## src/hdl/sna_ram.sv

```systemverilog
// Simple dual-port synchronous RAM with a registered read.
// A read of the address written in the same cycle returns the new data.
module sna_ram #(
  parameter int WIDTH = 8,
  parameter int DEPTH = 64,
  parameter int AW    = 6
) (
  input  logic             clk,
  input  logic [AW-1:0]    raddr,
  output logic [WIDTH-1:0] rdata,
  input  logic             we,
  input  logic [AW-1:0]    waddr,
  input  logic [WIDTH-1:0] wdata
);

  logic [WIDTH-1:0] mem [DEPTH];

  always_ff @(posedge clk) begin
    if (we) begin
      mem[waddr] <= wdata;
    end
  end

  always_ff @(posedge clk) begin
    if (we && waddr == raddr) begin
      rdata <= wdata;
    end else begin
      rdata <= mem[raddr];
    end
  end

endmodule

```

## config.mk

```make
export PLATFORM = sky130hd
export DESIGN_NAME = sna_ram
export DESIGN_NICKNAME = d
export VERILOG_FILES = /design/src/hdl/sna_ram.sv
export SDC_FILE = /design/constraint.sdc
export NUM_CORES = 1
export LEC_CHECK = 0
export ABC_CLOCK_PERIOD_IN_PS = 1900
export BUFFER_PORTS_ARGS = -buffer_cell sky130_fd_sc_hd__buf_2
export CAP_MARGIN = 20
export CORE_UTILIZATION = 55
export CTS_CLUSTER_SIZE = 8
export DETAILED_ROUTE_END_ITERATION = 16
export MAX_ROUTING_LAYER = met4
export PLACE_DENSITY = 0.81
export SKIP_CTS_REPAIR_TIMING = 1
export SYNTH_ARGS = -nofsm -noshare
export SYNTH_HDL_FRONTEND = slang
export SYNTH_SLANG_ARGS = --single-unit
```

## constraint.sdc

```tcl
create_clock -name clk -period 1.9 [get_ports clk]
set_input_delay 0.19 -clock clk [delete_from_list [all_inputs] [get_ports clk]]
set_output_delay 0.19 -clock clk [all_outputs]
set_load 0.02 [all_outputs]
```

-- Yosys cells after proc, flatten, opt, wreduce, memory -nomap -nowiden
Memory sizes are Yosys's and may differ from the RTL's. A register that Yosys moved wholly into a read port is not among the register bits.
Index checks and enable logic that the tools add are counted.
- muxes and demuxes: 2
- operators by type and width (kind ; count):
    $mux W1 ; 2
- bits in writable memories: 512
- word-level logic and storage cells: 3
- memories: 1
- register bits: 0
- output and inout port bits: 8
- memory list (memory ; depth ; bits a word ; read ports ; clocked after Yosys merged registers in ; write ports ; line ; source):
    mem ; 64 ; 8 ; 1 ; 1 ; 1 ; 16 ; logic [WIDTH-1:0] mem [DEPTH];

-- Depth between registers and ports, before layout
- word-level depth: 2
- mapped depth: 9
- gate-level depth less buffers: 5

-- Least setup slack after synthesis
Ideal clock, no wire load.
- path type: flip-flop to output port
- from: reg (tool-made name)
- to: out rdata[3]
- arrival time: 2.185 ns
- slack: -0.475 ns
- cell stages (with the launch flop): 8
- required time: 1.710 ns
- cells stage by stage: dfxtp_1 buf_2 buf_4 clkbuf_1 buf_2 o221ai_1 o21a_1 o41ai_1
- RTL lines (element ; line ; source):
    end, declared ; 10 ; output logic [WIDTH-1:0] rdata,

==> results.ini <==
[final_layout]
largest_register_ffs = 512
nets = 1197
drive_gt1_share_pct = 38.7
top_regs = mem (512)
final_cell_area_mm2 = 0.0246
synthToLayoutAreaGrowth_pct = 22.4
largest_register = mem
final-instance-count-excl-fill = 1671

[detailed_routing]
route.detailed.drc = 0
wl_per_cell_um = 29.8
vias = 10900
routed_via_density = 6.53
first_iter_violations = 1493
ant_nets = 0
dr.pass1.iters = 8
drt-total-wl_um = 49700

[floorplanning]
io_pins = 30
coreArea_mm2 = 0.0358
die_h_um = 193
rows = 69
start_util_pct = 56.2
die_x_um = 193
design.die.area_mm2 = 0.0374

[sta]
slew_violations = 0
setup_violations = 8
final.period_utilization_pct = 161
relSlewSlack_pct = 54.1
rsz0062_at_grt = yes
timing.hold.ws_ns = 0.0164
period_minus_slack_ns = 3.06
fin_ws_ns = -1.16
clock.fmax_mhz = 327
hold_viol = 0
worst_slew_pin_slew_ns = 0.688

[power]
power_density_mw_per_mm2 = 1060
combPwrFrac_pct = 5.9
ir_drop_v = 0.000813
netSwitchingPower_mw = 5.45
sw_frac_of_total_pct = 20.9
total_leakage_power_nw = 8.16
pwr-share-seq_pct = 48.7
p_int_mw = 20.7
clkPwrFrac_pct = 45.4

[status]
violations = setup timing
status = finished with violations

[synthesis]
synth.distinct_cells = 40
synth_area_mm2 = 0.0201
synth.avg_cell_area_um2 = 21.5
synth_fp_nets = 960
ys.flop_type = edfxtp_1
yosysSeqAreaShare_pct = 77.0
yosysWarningCount = 0
async_flop_share_pct = 0
ys_ff_latch = 518
netlist_instances = 938
synth-edff-count = 512

[global_routing]
grt_pass1_wl_um = 72400
antenna_found_initial = 1
overflow = 0
grt_start_max_net_pins = 65
track_usage_pct = 27.7
grt_pass1_vias = 11200

[place]
routabilityCongestion = 0.900
dp_cells = 1541
numPortBuffers = 29
place_ws_ns = -0.664
place_area_mm2 = 0.0221
dpl.hpwl_um = 28800

[clocking]
path_clk_slew_ns = 0.05
ctsRootBufferMaster = clkbuf_16
numCtsBuffers = 74
clk_path_buf_depth = 3
cts_num_sinks = 518
cts_tree = done
cts_max_level = 3

[critical_path]
crit_chain = buf_12 -> mux4_2 -> mux4_2 -> o21ai_4 -> o41ai_4 -> buf_2
cp-start-kind = flop
slowest_delay_ns = 0.53
crit_top_cell = mux4_2
cp.required_ns = 1.71
path_max_fanout = 9
cp_slowest_cell = mux4_2
critPathArrivalTime_ns = 2.87
crit_type = flop to primary output
end_kind = primary output

[run]
cap_violations = 0

[min_path]
hp-class = primary input to flop

==> critical path, delay by kind of cell, from the launching register on <==
family	cells	cell delay, ns
buffers and inverters	2	0.36
multiplexers	2	1.06
AO/OA/AOI/OAI	2	0.41
flip-flops	1	0.46
==> cell usage in the layout (no fill, tap or decap), types with 4 or more instances in the layout <==
master         count
edfxtp_1         512
buf_4            153
mux4_2           126
clkbuf_16         79
nor2_1            78
clkbuf_1          27
buf_2             26
mux2i_1           20
buf_12            19
nand2_1           18
nor2b_1           14
mux2_2            13
nand3_1           11
o221ai_1           8
nand2b_1           7
dlygate4sd3_1      6
nor2_4             5
a221oi_1           5
a211oi_1           4
o22ai_2            4
o22ai_1            4
nor3_1             4
buf_6              4
==> worst paths after layout <==
kind     start              endpoint  depth (start not counted)
max       flop              rdata[5]                          6
min   wdata[3]  mem[24][3]$_DFFE_PP_                          1
==> cell usage after synthesis, types with 2 or more instances <==
cell type / n / area [µm²]
nor4_1: 2 / 12.5
buf_6: 4 / 45.0
o2111ai_1: 3 / 26.3
o21a_1: 2 / 15.0
a21oi_1: 3 / 15.0
buf_12: 2 / 40.0
o21ai_0: 2 / 10.0
o32ai_1: 2 / 17.5
o221a_2: 2 / 22.5
clkbuf_1: 17 / 63.8
nand2_1: 19 / 71.3
buf_2: 11 / 55.1
nand4_1: 2 / 12.5
mux4_2: 126 / 2840
nor2b_1: 14 / 87.6
mux2i_1: 23 / 230
a2111oi_0: 2 / 17.5
o41ai_1: 2 / 17.5
buf_1: 4 / 15.0
o2bb2ai_1: 3 / 26.3
nor3_1: 7 / 35.0
o22ai_1: 8 / 50.1
o221ai_1: 8 / 70.1
nand3b_1: 3 / 22.5
nand3_1: 13 / 65.1
a22oi_1: 3 / 22.5
mux2_2: 13 / 146
buf_4: 13 / 97.6
a211oi_1: 4 / 30.0
nand2b_1: 7 / 43.8
edfxtp_1: 512 / 15400
nor2_1: 83 / 312
a221oi_1: 6 / 52.6
o21ai_1: 2 / 10.0
dfxtp_1: 6 / 120
==> layer usage <==
metal | track usage [%] | share of wire (%)
met2 | 44.7 | 49
met4 | 12.7 | 5.0
met5 | - | 0
met3 | 5.20 | 9.5
met1 | 34.6 | 36
==> power groups by stage <==
stage	clock, mW	sequential [mW]	combinational, mW
finish	11.9	12.7	1.54
global route	12.4	12.7	1.60
CTS	12.0	12.7	1.40
detailed placement	0	12.9	1.37
global placement	0	12.9	1.33
floorplan	0	12.9	0.767
==> logic make-up after synthesis <==
family,after synthesis,share of synthesized area (%)
DFF,518,77.0
and+or+nand+nor,153,3.39
muxes,162,16.0
buffers and inverters,51,1.57
AOI/OAI and AO/OA,54,2.08
==> metrics by stage <==
stage	util, %	power [mW]	TNS [ns]
finish	68.8	26.1	-8.99
global route	68.8	26.7	-9.38
CTS	67.6	26.1	-9.83
detailed placement	61.7	14.3	-4.95
global placement	61.7	14.3	-4.32
floorplan	-	13.7	-1.31
==> final cells by class <==
class                   instances  area, µm²
diodes                          2       5.00
clock buffers                 104       2030
clock inverters                 5       65.1
fillers                      1981      11200
multi-input cells             369       4600
flip-flops and latches        518      15500
well taps                     461        577
repair buffers                212       1860
No activity file was read; power rests on OpenSTA's default activity.
