==> src/hdl/sna_pkg.sv <==
// Shared types and constants of the spiking neuron array.
// Depends on nothing; imported by sna_cfg and the top level of the block.
package sna_pkg;

  localparam int APB_AW = 5;

  typedef enum logic [1:0] {
    CMD_LOAD_NEURON  = 2'd0,
    CMD_LOAD_SYNAPSE = 2'd1,
    CMD_MARK_GEN     = 2'd2,
    CMD_TICK         = 2'd3
  } cmd_t;

  localparam logic [2:0] REG_NEURON_COUNT  = 3'd0;
  localparam logic [2:0] REG_SYNAPSE_COUNT = 3'd1;
  localparam logic [2:0] REG_RESET_LEVEL   = 3'd2;
  localparam logic [2:0] REG_REST_LOW      = 3'd3;
  localparam logic [2:0] REG_REST_HIGH     = 3'd4;
  localparam logic [2:0] REG_CLAMP_LOW     = 3'd5;
  localparam logic [2:0] REG_CLAMP_HIGH    = 3'd6;

  typedef struct packed {
    cmd_t               command;
    logic [9:0]         item_index;
    logic [15:0]        membrane;
    logic [15:0]        threshold;
    logic [11:0]        leak;
    logic [7:0]         refractory_ticks;
    logic signed [15:0] weight;
    logic [9:0]         first_synapse;
    logic [5:0]         target_neuron;
    logic [7:0]         delay;
  } item_t;

  typedef struct packed {
    logic [5:0]  neuron_id;
    logic        spiked;
    logic [15:0] membrane_out;
    logic        last;
  } result_t;

  typedef struct packed {
    logic [6:0]  neuron_count;
    logic [10:0] synapse_count;
    logic [15:0] reset_level;
    logic [15:0] rest_low;
    logic [15:0] rest_high;
    logic [15:0] clamp_low;
    logic [15:0] clamp_high;
  } cfg_t;

  localparam cfg_t CFG_RESET = '{
    neuron_count:  7'd64,
    synapse_count: 11'd0,
    reset_level:   16'd20000,
    rest_low:      16'd27500,
    rest_high:     16'd28500,
    clamp_low:     16'd20000,
    clamp_high:    16'd50000
  };

  // one neuron memory word
  typedef struct packed {
    logic [15:0]        membrane;
    logic [15:0]        threshold;
    logic [11:0]        leak;
    logic [7:0]         period;
    logic [7:0]         timer;
    logic signed [15:0] weight;
    logic [9:0]         start;
    logic               gen;
    logic               spike;
  } nword_t;

  // one synapse memory word
  typedef struct packed {
    logic [5:0] target;
    logic [7:0] delay;
    logic       busy;
    logic [7:0] timer;
  } sword_t;

endpackage

==> src/hdl/sna_cfg.sv <==
// APB register file of the spiking neuron array.
// Depends on sna_pkg for the register map and reset values.
module sna_cfg import sna_pkg::*; (
  input  logic              clk,
  input  logic              rst,
  input  logic              psel,
  input  logic              penable,
  input  logic              pwrite,
  input  logic [APB_AW-1:0] paddr,
  input  logic [31:0]       pwdata,
  output logic [31:0]       prdata,
  output logic              pready,
  output cfg_t              cfg
);

  logic [2:0] reg_sel;
  logic       wr;

  assign reg_sel = paddr[4:2];
  assign wr      = psel && penable && pwrite;
  assign pready  = 1'b1;

  always_ff @(posedge clk) begin
    if (rst) begin
      cfg <= CFG_RESET;
    end else if (wr) begin
      case (reg_sel)
        REG_NEURON_COUNT:  cfg.neuron_count  <= pwdata[6:0];
        REG_SYNAPSE_COUNT: cfg.synapse_count <= pwdata[10:0];
        REG_RESET_LEVEL:   cfg.reset_level   <= pwdata[15:0];
        REG_REST_LOW:      cfg.rest_low      <= pwdata[15:0];
        REG_REST_HIGH:     cfg.rest_high     <= pwdata[15:0];
        REG_CLAMP_LOW:     cfg.clamp_low     <= pwdata[15:0];
        REG_CLAMP_HIGH:    cfg.clamp_high    <= pwdata[15:0];
        default: ;
      endcase
    end
  end

  always_comb begin
    case (reg_sel)
      REG_NEURON_COUNT:  prdata = {25'd0, cfg.neuron_count};
      REG_SYNAPSE_COUNT: prdata = {21'd0, cfg.synapse_count};
      REG_RESET_LEVEL:   prdata = {16'd0, cfg.reset_level};
      REG_REST_LOW:      prdata = {16'd0, cfg.rest_low};
      REG_REST_HIGH:     prdata = {16'd0, cfg.rest_high};
      REG_CLAMP_LOW:     prdata = {16'd0, cfg.clamp_low};
      REG_CLAMP_HIGH:    prdata = {16'd0, cfg.clamp_high};
      default:           prdata = 32'd0;
    endcase
  end

endmodule

==> config.mk <==
export PLATFORM = sky130hd
export DESIGN_NAME = sna_cfg
export DESIGN_NICKNAME = d
export VERILOG_FILES = /design/src/hdl/sna_pkg.sv /design/src/hdl/sna_cfg.sv
export SDC_FILE = /design/constraint.sdc
export NUM_CORES = 1
export LEC_CHECK = 0
export BUFFER_PORTS_ARGS = -buffer_cell sky130_fd_sc_hd__buf_2
export CORE_MARGIN = 2
export CORE_UTILIZATION = 30
export CTS_BUF_LIST = sky130_fd_sc_hd__clkbuf_8
export CTS_CLUSTER_SIZE = 30
export DETAILED_ROUTE_END_ITERATION = 6
export GPL_TIMING_DRIVEN = 1
export PLACE_DENSITY = 0.6
export SLEW_MARGIN = 20
export SYNTH_ARGS = -nofsm -noshare
export SYNTH_HDL_FRONTEND = slang
export SYNTH_SLANG_ARGS = --single-unit
==> constraint.sdc <==
create_clock -name clk -period 1.7 [get_ports clk]
set_clock_uncertainty 0.1 [all_clocks]
set_input_delay 0.255 -clock clk [delete_from_list [all_inputs] [get_ports clk]]
set_output_delay 0.255 -clock clk [all_outputs]
set_load 0.05 [all_outputs]
=== Word level (Yosys, flattened, before mapping) ===
Index checks and enable logic that the tools add are counted.

* Word-level logic and storage cells: 24
* Bits in latches: 0
* ROM bits: 0
* Bits in writable memories: 0
* Input port bits: 42
* Memories: 0
* Flip-flop bits (word level): 98
* Output and inout bits: 131

* Reductions and logical operators: 10
* $mul: 0
* $lt $le $gt $ge: 0
* Add/sub/neg operators: 0
* Shifts and indexed selects: 0
* Equal/unequal tests: 6
* Divide/modulo/power cells: 0
* Bitwise gates (word level): 0
* Multiplexer cells: 1

{| class="wikitable"
|+ Operator list
! operator !! count
|-
| 16-bit case mux with 7 select lines || 1
|-
| 2-bit AND reduction || 7
|-
| 3-bit equality test, second input constant || 3
|-
| 3-bit by 2-bit equality test with 1-bit output, second input constant || 2
|-
| 3-bit by 1-bit equality test with 1-bit output, second input constant || 1
|-
| 3-bit zero test || 1
|-
| 1-bit logical AND || 2
|}

=== Depth between registers and ports, before layout ===
Gate-level depths: netlist of run 1.

* Depth after elaboration: 3
* Gate-level depth with buffers: 7
* Depth with buffers taken out: 3

=== Worst setup path after synthesis of run 1 ===
No wires, ideal clock.

* Path kind: register to output
* Start point: register cfg[5] in the netlist's numbering
* End point: output port prdata[5]
* Slack: -0.696 ns
* Data arrival time: 2.041 ns
* Buffers on the path: 0
* Cell stages (with the launch flop): 4
* Required time: 1.345 ns
* Cells stage by stage: dfxtp_1 > mux2_2 > a22oi_1 > o21ai_0

* Word-level cells in the longest chain between the ends: 1

{| class="wikitable"
|+ RTL lines
! item !! RTL line !! text
|-
| from (decl) || sna_cfg.sv:13 || <nowiki>output cfg_t cfg</nowiki>
|-
| 16-bit case mux with 7 select lines || sna_cfg.sv:41 || <nowiki>case (reg_sel)</nowiki>
|-
| to (decl) || sna_cfg.sv:11 || <nowiki>output logic [31:0] prdata,</nowiki>
|}

No other way between the ends.

=== Worst setup path after layout of run 1 ===
* Start point: register cfg[70] in the netlist's numbering
* End point: output port prdata[6]

The elaborated chain is that of the path after synthesis.

==> summary.md, run 1 <==
| Metric | Value |
|---|---|
| Status | complete, but fails checks |
| Violated checks | setup timing |
| Finished Cell Area | a little under 0.007 mm2 |
| Mapped Avg Cell Area | ~10 um2 |
| DRC viols | 0 |
| Max reg flops | slightly below 100 |
| CTS Buffer Depth | 2 |
| CP Cell Sequence | mux4_2 > mux2_4 > buf_6 |
| N_diodes | 0 |
| Min Tclk post-route | slightly below 2 ns |
| Total power | 4.65 mW |
| Sequential share of the synthesized area | 0.410 |
| Synth-to-layout area growth | 44.1% |
| Largest reg by FF count | cfg |
| Final hold violations | 0 |
| Final non-filler cell total | ~900 |
| Setup_tns | -2.18 ns |
| Multi-input logic area | 0.00275 mm2 |
| Ys async rst share | 0 |
| Crit path max fanout | 3 |
| Worst path required time | between 1 and 1.5 ns |
| Hold WS | ~0.030 ns |
| Worst-path clk slew | around 0.1 ns |
| Syn Inst Count | about 480 |
| Synthesized area | 0.00479 mm2 |
| Detailed Routing Iterations Pass 1 | 4 |
| Sequential Area | around 0.0020 mm2 |
| Prevailing post-synth register cell | dfxtp_1 |
| Final WL | ~16000 um |
| Final setup margin | -0.274 ns |
| Worst EP arrival | 1.62 ns |
| Share of layout cells above drive strength 1 | 0.476 |
| Placeable Area | about 0.016 mm2 |
| Tightest Hold Check Type | primary input to flop |
| #FFs+latches synth | around 100 |
| Max_cap viols | 0 |
| Detailed-route via count | roughly 4200 |
| Starting density of the core | 0.305 |
| Routed WL per cell | 17.7 um |
| Final period util | 1.16 |
| Die X | 130 um |
| Critical Path Start Type | flop |
| Die Footprint | 0.0170 mm2 |
| Largest net degree at the start of global routing | 45 |
| Post-DP HPWL | roughly 11000 um |
| R2r endpoint | cfg[63]$_SDFFE_PP0P_ |
| Placer Congestion | 0.834 |
| Hold-fix buffers, CTS | 0 |
| Number of buffers created by CTS | 9 |
| Row Count | 46 |
| Total grt overflow | 0 |
| Cells on worst reg2reg path | 4 |
| FILL cells | around 1500 |
| Die Ht | 130 um |
| Slowest-stage cell, CP | mux4_2 |
| Global-route usage over all layers | 0.185 |
| Max Freq | just over 500 MHz |
| Critical R2R Launch | cfg[63]$_SDFFE_PP0P_ |
| Net count reported at finish | 718 |
| CP peak stage delay | roughly 0.46 ns |
| Setup Crit Path Kind | flop to primary output |
| CTS root buf | clkbuf_8 |
| PwrDens | roughly 670 mW/mm2 |
| Vias in the first global route | 4189 |
| EDFF count, synth | 0 |
| Most frequent cells in the layout | buf_2 (117), mux2i_1 (102), nand2b_1 (69), buf_4 (69), dfxtp_1 (61) |
| RSZ-0062 raised after global routing | true |
| Leakage | approximately 3.3 nW |
| Hold Path End | cfg[89]$_SDFFE_PP0P_ |
| Worst Min Path Start | pwdata[9] |
| Pre-CTS worst setup slack | -0.474 ns |
| Drt initial violations | approximately 220 |
| Clock Latency Late Sink | 0.38 ns |
| Final Setup Violations | 15 |
| H-tree levels | 3 |
| Most common cell after layout, fill and taps aside | buf_2 |
| DR vias/cell | 4.73 |
| Post-DP Area | about 0.0061 mm2 |
| First-pass GRT wire length | around 24000 um |
| I/O pin total | roughly 170 |
| Post-synth cell types | 40 |
| Top flop regs | cfg (98) |
| Slew Viols, Final | 0 |
| Worst Setup End Kind | primary output |
| Placed Cells | 850 |
| TritonCTS clock tree | done |
| Final Core Density | 0.439 |
| Final ANT Viol Nets | 0 |
| # clock sinks | 98 |
| Initial antenna violation count | 0 |
| Port bufs | around 140 |
| Worst vdd ir | approximately 0.35 mV |
| Reg-to-reg slack, setup | 0.73 ns |
| Worst hold stages | 3 |
| Synth warnings | 0 |
layer usage:
| layer | global-route usage | vias to the layer above | wire length [um] |
|---|---|---|---|
| met1 | 0.249 | 2045 | 7120 |
| li1 | - | 2025 | - |
| met3 | 0.0435 | 25 | 1110 |
| met2 | 0.293 | 145 | 7330 |
| met4 | 0.0626 | 0 | 338 |
| met5 | 0 | - | 0 |
report_power, final:
part | internal [mW] | switching, mW
Combinational | 0.325 | 0.515
Clock | 0.665 | 0.820
Sequential | 2.31 | 0.0134
Total | 3.30 | 1.35
area by class of cell:
class                           count  area share
Clock buffer                        9      0.0180
Timing Repair Buffer              224       0.244
Tap cell                          216      0.0392
Clock inverter                      6     0.00871
Sequential cell                    98       0.291
Inverter                            2     0.00109
Multi-Input combinational cell    341       0.398
cells by family after synthesis:
logic type,after synthesis,share of synthesized area
buf+inv,52,0.0685
simple gates,157,0.182
other cells,2,0.00157
flops,98,0.410
mux,118,0.263
compound gates,49,0.0756
cells in the mapped netlist (all sizes together), types with 2 or more instances:
cell,n,area [um2]
o221ai,2,17.5
clkbuf,11,41.3
nand2,4,22.5
a221o,6,60.1
nor2,56,213
a22oi,5,37.5
buf,39,279
conb,2,7.51
a22o,6,52.6
and4b,3,30.0
o2bb2ai,6,52.6
nor2b,13,88.8
a221oi,4,35.0
nand3,5,35.0
o21ai,16,80.1
mux4,5,113
dfxtp,98,1960
nand2b,70,438
mux2i,102,1020
mux2,11,124
what timing repair did:
action	CTS	global route
gates resized for setup	101	13
pin swaps	3	5
buffers inserted	22	8
setup endpoints to repair	16	16
cloned	1	0
how the worst max path moves through the flow:
stage	start	end	slack, ns
6_report	cfg[70]$_SDFFE_PP0P_	prdata[6]	-0.27
5_1_grt	cfg[70]$_SDFFE_PP0P_	prdata[6]	-0.31
4_1_cts	cfg[6]$_SDFFE_PP1P_	prdata[6]	-0.30
3_5_place_dp	paddr[4]	prdata[14]	-0.47
3_3_place_gp	paddr[4]	prdata[13]	-0.48
2_1_floorplan	cfg[5]$_SDFFE_PP0P_	prdata[5]	-0.07
critical path: cells and delay by family (launching register included):
kind                   cells  cell delay, ns
buffers and inverters      1            0.15
multiplexers               2            0.75
flip-flops                 1            0.34
(Power assumes the default switching activity.)
==> run 2: changes to the inputs <==
CORE_MARGIN = 3   (was 2)
==> summary.md, run 2 (synthesized netlist as in run 1, its figures left out) <==
| Metric | Value |
|---|---|
| Status | complete, but fails checks |
| Violated checks | setup timing |
| Final setup margin | -0.283 ns |
| Total grt overflow | 0 |
| Min Tclk post-route | 1.98 ns |
| Hold WS | 0.0426 ns |
| Max reg flops | 98 |
| # clock sinks | just under 100 |
| CP Cell Sequence | mux4_2 > mux2_4 > buf_8 |
| Hold-fix buffers, CTS | 0 |
| Critical Path Start Type | flop |
| Slew Viols, Final | 0 |
| Final ANT Viol Nets | 0 |
| Net count reported at finish | between 700 and 800 |
| Worst vdd ir | between 0.3 and 0.4 mV |
| First-pass GRT wire length | roughly 25000 um |
| N_diodes | 0 |
| Worst-path clk slew | approximately 0.1 ns |
| Final period util | 1.17 |
| Die X | ~130 um |
| Placeable Area | 0.0154 mm2 |
| Placer Congestion | approximately 0.8 |
| Worst hold stages | 3 |
| DRC viols | 0 |
| Worst Setup End Kind | primary output |
| CP peak stage delay | about 0.47 ns |
| Final hold violations | 0 |
| Number of buffers created by CTS | 9 |
| Post-DP Area | a little over 0.006 mm2 |
| Final Setup Violations | 13 |
| Row Count | 45 |
| Largest net degree at the start of global routing | 48 |
| Top flop regs | cfg (98) |
| PwrDens | 710 mW/mm2 |
| Hold Path End | cfg[11]$_SDFFE_PP0P_ |
| Detailed Routing Iterations Pass 1 | 4 |
| Clock Latency Late Sink | roughly 0.37 ns |
| Crit path max fanout | 2 |
| Most common cell after layout, fill and taps aside | buf_2 |
| Final WL | 15900 um |
| Initial antenna violation count | 0 |
| Worst Min Path Start | pwdata[11] |
| R2r endpoint | cfg[55]$_SDFFE_PP0P_ |
| Max_cap viols | 0 |
| TritonCTS clock tree | done |
| Starting density of the core | 0.310 |
| Port bufs | 137 |
| I/O pin total | 173 |
| Global-route usage over all layers | 0.181 |
| RSZ-0062 raised after global routing | true |
| Drt initial violations | slightly above 200 |
| Post-DP HPWL | 11500 um |
| Largest reg by FF count | cfg |
| Reg-to-reg slack, setup | roughly 0.73 ns |
| DR vias/cell | between 4 and 5 |
| Routed WL per cell | ~18 um |
| Leakage | 3.27 nW |
| Die Ht | 132 um |
| Finished Cell Area | around 0.0068 mm2 |
| Pre-CTS worst setup slack | -0.551 ns |
| Tightest Hold Check Type | primary input to flop |
| Detailed-route via count | ~4300 |
| Most frequent cells in the layout | buf_2 (117), mux2i_1 (102), buf_4 (73), nand2b_1 (70), dfxtp_1 (62) |
| Slowest-stage cell, CP | mux4_2 |
| CTS Buffer Depth | 2 |
| Critical R2R Launch | cfg[55]$_SDFFE_PP0P_ |
| CTS root buf | clkbuf_8 |
| Worst path required time | 1.34 ns |
| Die Footprint | approximately 0.018 mm2 |
| Share of layout cells above drive strength 1 | 0.473 |
| Setup Crit Path Kind | flop to primary output |
| H-tree levels | 3 |
| Worst EP arrival | between 1.5 and 2 ns |
| Cells on worst reg2reg path | 4 |
| Setup_tns | -2.12 ns |
| Final Core Density | 0.440 |
| Max Freq | ~500 MHz |
| Vias in the first global route | 4360 |
| Synth-to-layout area growth | 41.9% |
[run 2: repair_timing]
item	in CTS	in global routing
endpoints found under the setup margin	16	16
resized for setup	89	11
setup buffers	23	2
pin swaps	2	2
[run 2: cell type report]
type / instances / area (um2)
Sequential cell: 98 / 2010
Clock inverter: 6 / 80.1
Clock buffer: 10 / 138
Multi-Input combinational cell: 341 / 2740
Inverter: 2 / 7.51
Fill cell: 1503 / 8640
Timing Repair Buffer: 219 / 1550
Tap cell: 211 / 264
[run 2: per-stage QoR]
stage               cells  power, mW
finish                887       4.82
global route          887       5.02
CTS                   885       4.85
detailed placement    846       3.10
global placement      846       3.09
floorplan             491       2.91
[run 2: critical path: cells and delay by family, from the launching register on]
kind / cells / cell delay (ns)
buffers and inverters: 1 / 0.15
flip-flops: 1 / 0.34
multiplexers: 2 / 0.77
[run 2: routing by layer]
layer	GRT usage	routed length, um
met1	0.243	7270
met2	0.288	7410
met4	0.0502	268
met5	0	0
met3	0.0473	968
[run 2: how the worst max path moves through the flow]
| stage | from | endpoint | slack (ns) | cells past startpoint |
|---|---|---|---|---|
| final | cfg[3]$_SDFFE_PP0P_ | prdata[3] | -0.28 | 3 |
| after CTS | cfg[3]$_SDFFE_PP0P_ | prdata[3] | -0.31 | 3 |
| after global routing | cfg[6]$_SDFFE_PP1P_ | prdata[6] | -0.33 | 3 |
| after detailed placement | paddr[4] | prdata[12] | -0.55 | 5 |
| after floorplan | cfg[5]$_SDFFE_PP0P_ | prdata[5] | -0.07 | 3 |
| after global placement | paddr[4] | prdata[12] | -0.51 | 5 |
[run 2: power breakdown]
group          internal, mW  switching, mW  total [mW]
combinational         0.300          0.508       0.808
sequential             2.31         0.0136        2.32
clock                 0.859          0.827        1.69
total                  3.47           1.35        4.82
==> run 3: changes to the inputs <==
CTS_BUF_LIST = unset   (was sky130_fd_sc_hd__clkbuf_8)
PLACE_DENSITY = 0.56   (was 0.6)
==> summary.md, run 3 (synthesized netlist as in run 1, its figures left out) <==
| Metric | Value |
|---|---|
| CP peak stage delay | roughly 0.47 ns |
| Critical Path Start Type | flop |
| Min Tclk post-route | a little under 2 ns |
| Final period util | 1.14 |
| Row Count | 45 |
| Worst EP arrival | roughly 1.6 ns |
| TritonCTS clock tree | done |
| Detailed-route via count | ~4200 |
| Setup Crit Path Kind | flop to primary output |
| CTS Buffer Depth | 2 |
| Worst-path clk slew | 0.07 ns |
| Total power | 5.58 mW |
| Placeable Area | 0.0154 mm2 |
| Setup_tns | -1.65 ns |
| Total grt overflow | 0 |
| I/O pin total | between 150 and 200 |
| # clock sinks | 98 |
| Setup crit end | prdata[3] |
| Status | complete, but fails checks |
| Most frequent cells in the layout | buf_2 (117), mux2i_1 (102), nand2b_1 (69), buf_4 (66), dfxtp_1 (65) |
| Worst Setup SP | cfg[3]$_SDFFE_PP0P_ |
| R2r endpoint | cfg[63]$_SDFFE_PP0P_ |
| Die X | around 130 um |
| Final ANT Viol Nets | 0 |
| Top flop regs | cfg (98) |
| Vias in the first global route | between 4000 and 5000 |
| Crit path max fanout | 2 |
| Max reg flops | between 90 and 100 |
| CP Cell Sequence | mux4_2 > mux2_4 > buf_8 |
| DR vias/cell | between 4 and 5 |
| Clock Latency Late Sink | 0.35 ns |
| Slew Viols, Final | 0 |
| Most common cell after layout, fill and taps aside | buf_2 |
| Met3 wire len | 856 um |
| Final setup margin | -0.244 ns |
| Final WL | 15900 um |
| Starting density of the core | 0.310 |
| N_diodes | 0 |
| Max_cap viols | 0 |
| Max Freq | ~510 MHz |
| PwrDens | about 800 mW/mm2 |
| Met2 WL post-DR | between 7000 and 8000 um |
| Highest metal used | met4 |
| Tightest Hold Check Type | primary input to flop |
| Reg-to-reg slack, setup | 0.83 ns |
| First-pass GRT wire length | between 20000 and 25000 um |
| RSZ-0062 raised after global routing | true |
| Wire length on met1 | about 7500 um |
| Initial antenna violation count | 0 |
| Worst Setup End Kind | primary output |
| FILL cells | around 1500 |
| Final Setup Violations | 13 |
| Synth-to-layout area growth | 46.0% |
| Share of layout cells above drive strength 1 | 0.470 |
| Slowest-stage cell, CP | mux4_2 |
| Die Ht | roughly 130 um |
| Routed WL per cell | 18.0 um |
| Leakage | 3.36 nW |
| Drt initial violations | 249 |
| Die Footprint | ~0.018 mm2 |
| Detailed Routing Iterations Pass 1 | 4 |
| Worst vdd ir | about 0.54 mV |
| H-tree levels | 3 |
| DRC viols | 0 |
| Post-DP HPWL | around 12000 um |
| Placer Congestion | 0.789 |
| Global-route usage over all layers | 0.180 |
| Hold WS | between 0.07 and 0.08 ns |
| CTS root buf | clkbuf_16 |
| Hold-fix buffers, CTS | 0 |
| Worst path required time | 1.34 ns |
| Critical R2R Launch | cfg[63]$_SDFFE_PP0P_ |
| Final hold violations | 0 |
| Port bufs | roughly 140 |
| Worst hold stages | 3 |
| Largest net degree at the start of global routing | 46 |
| Violated checks | setup timing |
| Number of buffers created by CTS | 9 |
| Cells on worst reg2reg path | 3 |
| Largest reg by FF count | cfg |
| Net count reported at finish | 712 |
| Worst Min Path Start | pwdata[9] |
==> run 3: layer usage <==
metal	GRT usage	up-vias
met5	0	-
met4	0.0676	0
met3	0.0366	26
met2	0.277	140
met1	0.249	2052
li1	-	2020
==> run 3: through the flow <==
step	area (um2)	setup slack, ns	instances	utilization
global route	6990	-0.272	886	0.453
floorplan	4940	-0.0662	491	-
global placement	6090	-0.400	850	0.395
detailed placement	6090	-0.457	850	0.395
finish	6990	-0.244	886	0.453
CTS	6890	-0.252	881	0.447
==> run 3: worst min-delay path by stage <==
stage	end	slack, ns
after floorplan	cfg[89]$_SDFFE_PP0P_	0.30
after global placement	cfg[5]$_SDFFE_PP0P_	0.37
after detailed placement	cfg[37]$_SDFFE_PP0P_	0.38
after CTS	cfg[11]$_SDFFE_PP0P_	0.06
after global routing	cfg[11]$_SDFFE_PP0P_	0.07
final	cfg[89]$_SDFFE_PP0P_	0.07
==> run 3: cell type report <==
type | instances | area, um2 | area share
multi-input combinational | 341 | 2750 | 0.393
sequential | 98 | 2000 | 0.287
timing repair buffer | 218 | 1610 | 0.231
tap | 211 | 264 | 0.0378
clock buffer | 11 | 253 | 0.0362
clock inverter | 5 | 100 | 0.0143
inverter | 2 | 7.51 | 0.00107
==> run 3: critical path, delay by kind of cell, from the launching register on <==
kind / cells / cell delay [ns]
multiplexers: 2 / 0.76
buffers and inverters: 1 / 0.15
flip-flops: 1 / 0.32
==> run 3: where the power goes <==
part	internal, mW	switching (mW)
Combinational	0.324	0.514
Clock	1.51	0.897
Sequential	2.31	0.0141
==> run 3: what timing repair did <==
| action | CTS | global route |
|---|---|---|
| gates cloned | 2 | 0 |
| buffers inserted | 13 | 5 |
| endpoints found under the setup margin | 16 | 16 |
| resized for setup | 92 | 22 |
| pin swaps | 4 | 5 |
